`config.mk`:
```
export PLATFORM = sky130hd
export DESIGN_NAME = mbad_fold
export DESIGN_NICKNAME = d
export VERILOG_FILES = /design/src/sv/mbad_pkg.sv /design/src/sv/mbad_fold.sv
export SDC_FILE = /design/constraint.sdc
export NUM_CORES = 1
export LEC_CHECK = 0
export ABC_AREA = 1
export BUFFER_PORTS_ARGS = -buffer_cell sky130_fd_sc_hd__buf_2
export CAP_MARGIN = 20
export CORE_AREA = 2 2 39 41
export DETAILED_ROUTE_END_ITERATION = 10
export DIE_AREA = 0 0 41 43
export MAX_ROUTING_LAYER = met4
export SKIP_LAST_GASP = 1
export SLEW_MARGIN = 20
export SYNTH_ARGS = -nofsm -noshare
export SYNTH_HDL_FRONTEND = slang
export SYNTH_SLANG_ARGS = --single-unit
```
`constraint.sdc`:
```
create_clock -name vclk -period 0.8
set_input_delay 0.04 -clock vclk [all_inputs]
set_output_delay 0.04 -clock vclk [all_outputs]
set_load 0.1 [all_outputs]
```
`src/sv/mbad_pkg.sv`:
```
// ----------------------------------------------------------------------------
// mbad_pkg
// Shared widths, mirror constants and types of the mirrored bus decoder.
// ----------------------------------------------------------------------------
package mbad_pkg;

  localparam int ADDR_W = 13;
  localparam int BUS_W  = 16;
  localparam int DATA_W = 8;

  localparam int unsigned STORE_DEPTH = 1 << ADDR_W;
  localparam int unsigned PAGE_SHIFT  = 8;

  localparam logic [ADDR_W-1:0] HALF_SPAN  = 13'h0040;
  localparam logic [ADDR_W-1:0] REP_LIMIT  = 13'h0080;

  localparam logic [ADDR_W-1:0] RAM_ZERO   = 13'h1200;
  localparam logic [ADDR_W-1:0] RAM_ONE    = 13'h0080;
  localparam logic [ADDR_W-1:0] RAM_KEEP   = 13'h00FF;
  localparam logic [ADDR_W-1:0] IO_ZERO    = 13'h1004;
  localparam logic [ADDR_W-1:0] IO_ONE     = 13'h0280;
  localparam logic [ADDR_W-1:0] IO_KEEP    = 13'h0283;
  localparam logic [ADDR_W-1:0] TSET_ZERO  = 13'h1000;
  localparam logic [ADDR_W-1:0] TSET_ONE   = 13'h0294;
  localparam logic [ADDR_W-1:0] TSET_KEEP  = 13'h029F;
  localparam logic [ADDR_W-1:0] TRD_ZERO   = 13'h1001;
  localparam logic [ADDR_W-1:0] TRD_ONE    = 13'h0284;
  localparam logic [ADDR_W-1:0] TRD_KEEP   = 13'h028C;
  localparam logic [ADDR_W-1:0] FLAG_ZERO  = 13'h1000;
  localparam logic [ADDR_W-1:0] FLAG_ONE   = 13'h0285;
  localparam logic [ADDR_W-1:0] FLAG_ADDR  = 13'h0285;
  localparam logic [ADDR_W-1:0] EDGE_ZERO  = 13'h1010;
  localparam logic [ADDR_W-1:0] EDGE_ONE   = 13'h0284;
  localparam logic [ADDR_W-1:0] EDGE_KEEP  = 13'h0287;

  localparam logic OP_READ  = 1'b0;
  localparam logic OP_WRITE = 1'b1;

  typedef struct packed {
    logic              hit;
    logic [ADDR_W-1:0] addr;
  } fold_t;

  typedef struct packed {
    logic              we;
    logic              re;
    logic [ADDR_W-1:0] addr;
    logic [DATA_W-1:0] wdata;
  } mem_req_t;

endpackage

```
`src/sv/mbad_fold.sv`:
```
// ----------------------------------------------------------------------------
// mbad_fold
// Priority chain of mask tests that folds mirrors onto canonical entries.
// ----------------------------------------------------------------------------
module mbad_fold
  import mbad_pkg::*;
(
  input  logic [ADDR_W-1:0] addr,
  output fold_t             fold
);

  always_comb begin
    fold.hit  = 1'b1;
    fold.addr = addr;
    if ((addr & RAM_ZERO) == '0 && (addr & RAM_ONE) == RAM_ONE) begin
      fold.addr = addr & RAM_KEEP;
    end else if ((addr & IO_ZERO) == '0 && (addr & IO_ONE) == IO_ONE) begin
      fold.addr = addr & IO_KEEP;
    end else if ((addr & TSET_ZERO) == '0 && (addr & TSET_ONE) == TSET_ONE) begin
      fold.addr = addr & TSET_KEEP;
    end else if ((addr & TRD_ZERO) == '0 && (addr & TRD_ONE) == TRD_ONE) begin
      fold.addr = addr & TRD_KEEP;
    end else if ((addr & FLAG_ZERO) == '0 && (addr & FLAG_ONE) == FLAG_ONE) begin
      fold.addr = FLAG_ADDR;
    end else if ((addr & EDGE_ZERO) == '0 && (addr & EDGE_ONE) == EDGE_ONE) begin
      fold.addr = addr & EDGE_KEEP;
    end else begin
      fold.hit  = 1'b0;
    end
  end

endmodule

```
# Word-level counts from Yosys, hierarchy flattened
# Index checks and enable logic that the tools add are counted.
[classes]
add_sub_neg = 0
reduce_logical = 11
n_lt_le_gt_ge = 0
n_shift = 0
div_mod_pow = 0
multipliers = 0
eq_ne = 4
bitwise_logic = 0
muxes = 12
[ops]
columns = ["operator", "n"]
rows = [
  ["$mux W13", 6],
  ["$logic_not A13 Y1", 5],
  ["$eq A4 B4 Y1 const B", 2],
  ["$logic_and A1 B1 Y1", 6],
  ["$mux W1", 6],
  ["$eq A3 B3 Y1 const B", 1],
  ["$eq A2 B2 Y1 const B", 1],
]
[word_totals]
inputBits = 13
mem_bits_rw = 0
romBits = 0
output_inout_bits = 14
reg_bits = 0
memories = 0
elab_cells = 27
latch_bits = 0

# Longest topological paths before layout
[depth]
word_depth = 8
mapped_depth = 5
depth_no_buf = 5

# Worst setup path after synthesis
# No wires, ideal clock.
[synth_path]
path_type = "input port to output port"
from = "input addr[7]"
to = "output fold[10] (netlist name)"
t_required_ns = 0.760
cell_stages = 3
path_slack_ns = -0.882
t_arrival_ns = 1.642
n_path_buf = 0
path_cell_list = "inv_1 nor2_2 nor2_1"
[synth_lines]
columns = ["item", "line_no", "text"]
rows = [
  ["start, declared", "mbad_fold.sv:8", "input logic [ADDR_W-1:0] addr,"],
  ["end, declared", "mbad_fold.sv:9", "output fold_t fold"],
]

==> flow_summary.json <==
{
  "grt_usage": 0.0870,
  "synth_top_area_share": 0.200,
  "rows": 14,
  "fp.dieH_um": 43,
  "area.growth.synth_to_final_pct": 397,
  "final.min_clock_period_ns": 0.781,
  "antenna_found_initial": 0,
  "syn-num-nets": 41,
  "final-setup-viol-count": 0,
  "power_mw": 0.679,
  "gp_congestion": 0.603,
  "grt_overflow": 0,
  "timing.final.crit_share": 0.977,
  "post-route-util": 0.472,
  "cts_hold_buf": 0,
  "cp-start-kind": "input pin",
  "wl_um": 610,
  "dpl.hpwl_um": 562,
  "worst_ep_arrival_time_ns": 0.74,
  "outcome": "complete, no violations",
  "num-fill-cells": 134,
  "power_density_mw_per_mm2": 1040,
  "required_ns": 0.76,
  "yosys.area.top_type": "inv_1",
  "p_leak_nw": 0.314,
  "cpPeakStageDelay_ns": 0.19,
  "seq_area_um2": 0,
  "synth_area_um2": 131,
  "worstMarginPinSlew_ns": 0.268,
  "vias": 258,
  "synthTopCellsByArea": "inv_1, nor2_1, clkbuf_1",
  "via_per_inst": 3.58,
  "setup_tns_ns": 0,
  "maxSlewViolCount": 0,
  "finalHoldViolCount": 0,
  "core-area_mm2": 0.00138,
  "postSynthAreaPerCell_um2": 4.69,
  "max_freq_mhz": 1280,
  "crit_path_end_kind": "output port",
  "die_area_mm2": 0.00176,
  "drtIter0Drc": 0,
  "synth_common_cells": "inv_1, nor2_1, clkbuf_1",
  "multi_input_area_um2": 156,
  "ys_types": 10,
  "antenna_left": 0,
  "finalNetCount": 71,
  "syn_inst": 28,
  "min_path_type": "input pin to output port",
  "grt_max_degree": 6,
  "cp_max_fo": 5,
  "routedWlPerCell_um": 8.47,
  "grt_pass1_vias": 270,
  "slew_headroom": 0.821,
  "maxCapViolCount": 0,
  "critPathKind": "input pin to output port",
  "crit_chain": "buf_8 -> nand2_8 -> nor2_4 -> buf_4 -> a21boi_2 -> buf_12",
  "io_buffer_count": 27,
  "cpMaxStageDelayCell": "buf_12",
  "die_w_um": 41,
  "start_util": 0.0949,
  "antennaDiodeCount": 0,
  "dr.pass1.iters": 1,
  "io_pins": 27,
  "clockBufferCount": 0,
  "sequential_cell_total": 0,
  "grt_pass1_wl_mm": 1.12,
  "drive_gt1_frac": 0.893,
  "yosysWarnings": 0,
  "remaining_drc_errors": 0,
  "yosysSeqAreaShare": 0,
  "rsz0062_at_grt": "true",
  "irDropWorstVdd_v": 0.000439
}
-- cell usage in the layout, fill, tap and decap left out, types with 2 or more instances in the layout --
cell type / instances
buf_12: 16
buf_2: 10
nor2_4: 7
inv_1: 6
buf_4: 5
nor2_2: 2
a21boi_2: 2
nand2_2: 2
-- timing repair --
| item | 4_1_cts | 5_1_grt |
|---|---|---|
| resized for setup | 8 | 3 |
| endpoints found under the setup margin | 7 | 3 |
| pin swaps | 4 | 4 |
| setup buffers | 0 | 1 |
-- cells by family (layout without fill, tap and decap cells) --
group                  count (synthesis)  count (layout)  synth area share
AOI/OAI and AO/OA                      2               2             0.114
buffers and inverters                 13              41             0.371
and+or+nand+nor                       13              13             0.514
-- power breakdown --
part | internal (mW) | switching (mW) | total, mW
Combinational | 0.256 | 0.423 | 0.679
Clock | 0 | 0 | 0
Sequential | 0 | 0 | 0
Total | 0.256 | 0.423 | 0.679
-- worst paths after layout --
check | from | end | slack [ns] | cells after the start
max | addr[9] | fold[1] | 0.02 | 6
min | addr[12] | fold[12] | 0.35 | 2
-- metrics by stage --
| stage | worst slack [ns] | instances | instance area (µm²) | hold WS [ns] |
|---|---|---|---|---|
| after floorplan | -0.272 | 28 | 216 | 0.197 |
| after global placement | -0.0850 | 71 | 607 | 0.370 |
| after detailed placement | -0.108 | 71 | 607 | 0.372 |
| after CTS | 0.0110 | 71 | 632 | 0.354 |
| after global routing | -0.0247 | 72 | 653 | 0.357 |
| final | 0.0187 | 72 | 653 | 0.353 |
-- worst max-delay path: cells and delay by family --
| kind | cells | cell delay [ns] |
|---|---|---|
| AO/OA/AOI/OAI | 1 | 0.16 |
| AND/OR/NAND/NOR | 2 | 0.11 |
| buffers and inverters | 3 | 0.43 |
-- layout make-up --
type | instances | area share
timing repair buffer | 33 | 0.665
multi-input combinational | 15 | 0.239
inverter | 8 | 0.0651
tap | 16 | 0.0307
-- layer usage --
layer / part of all wire / track usage
met5: 0 / -
met4: 0 / 0
met3: 0.038 / 0
met2: 0.69 / 0.166
met1: 0.28 / 0.101
No activity file was read; power rests on OpenSTA's default activity.
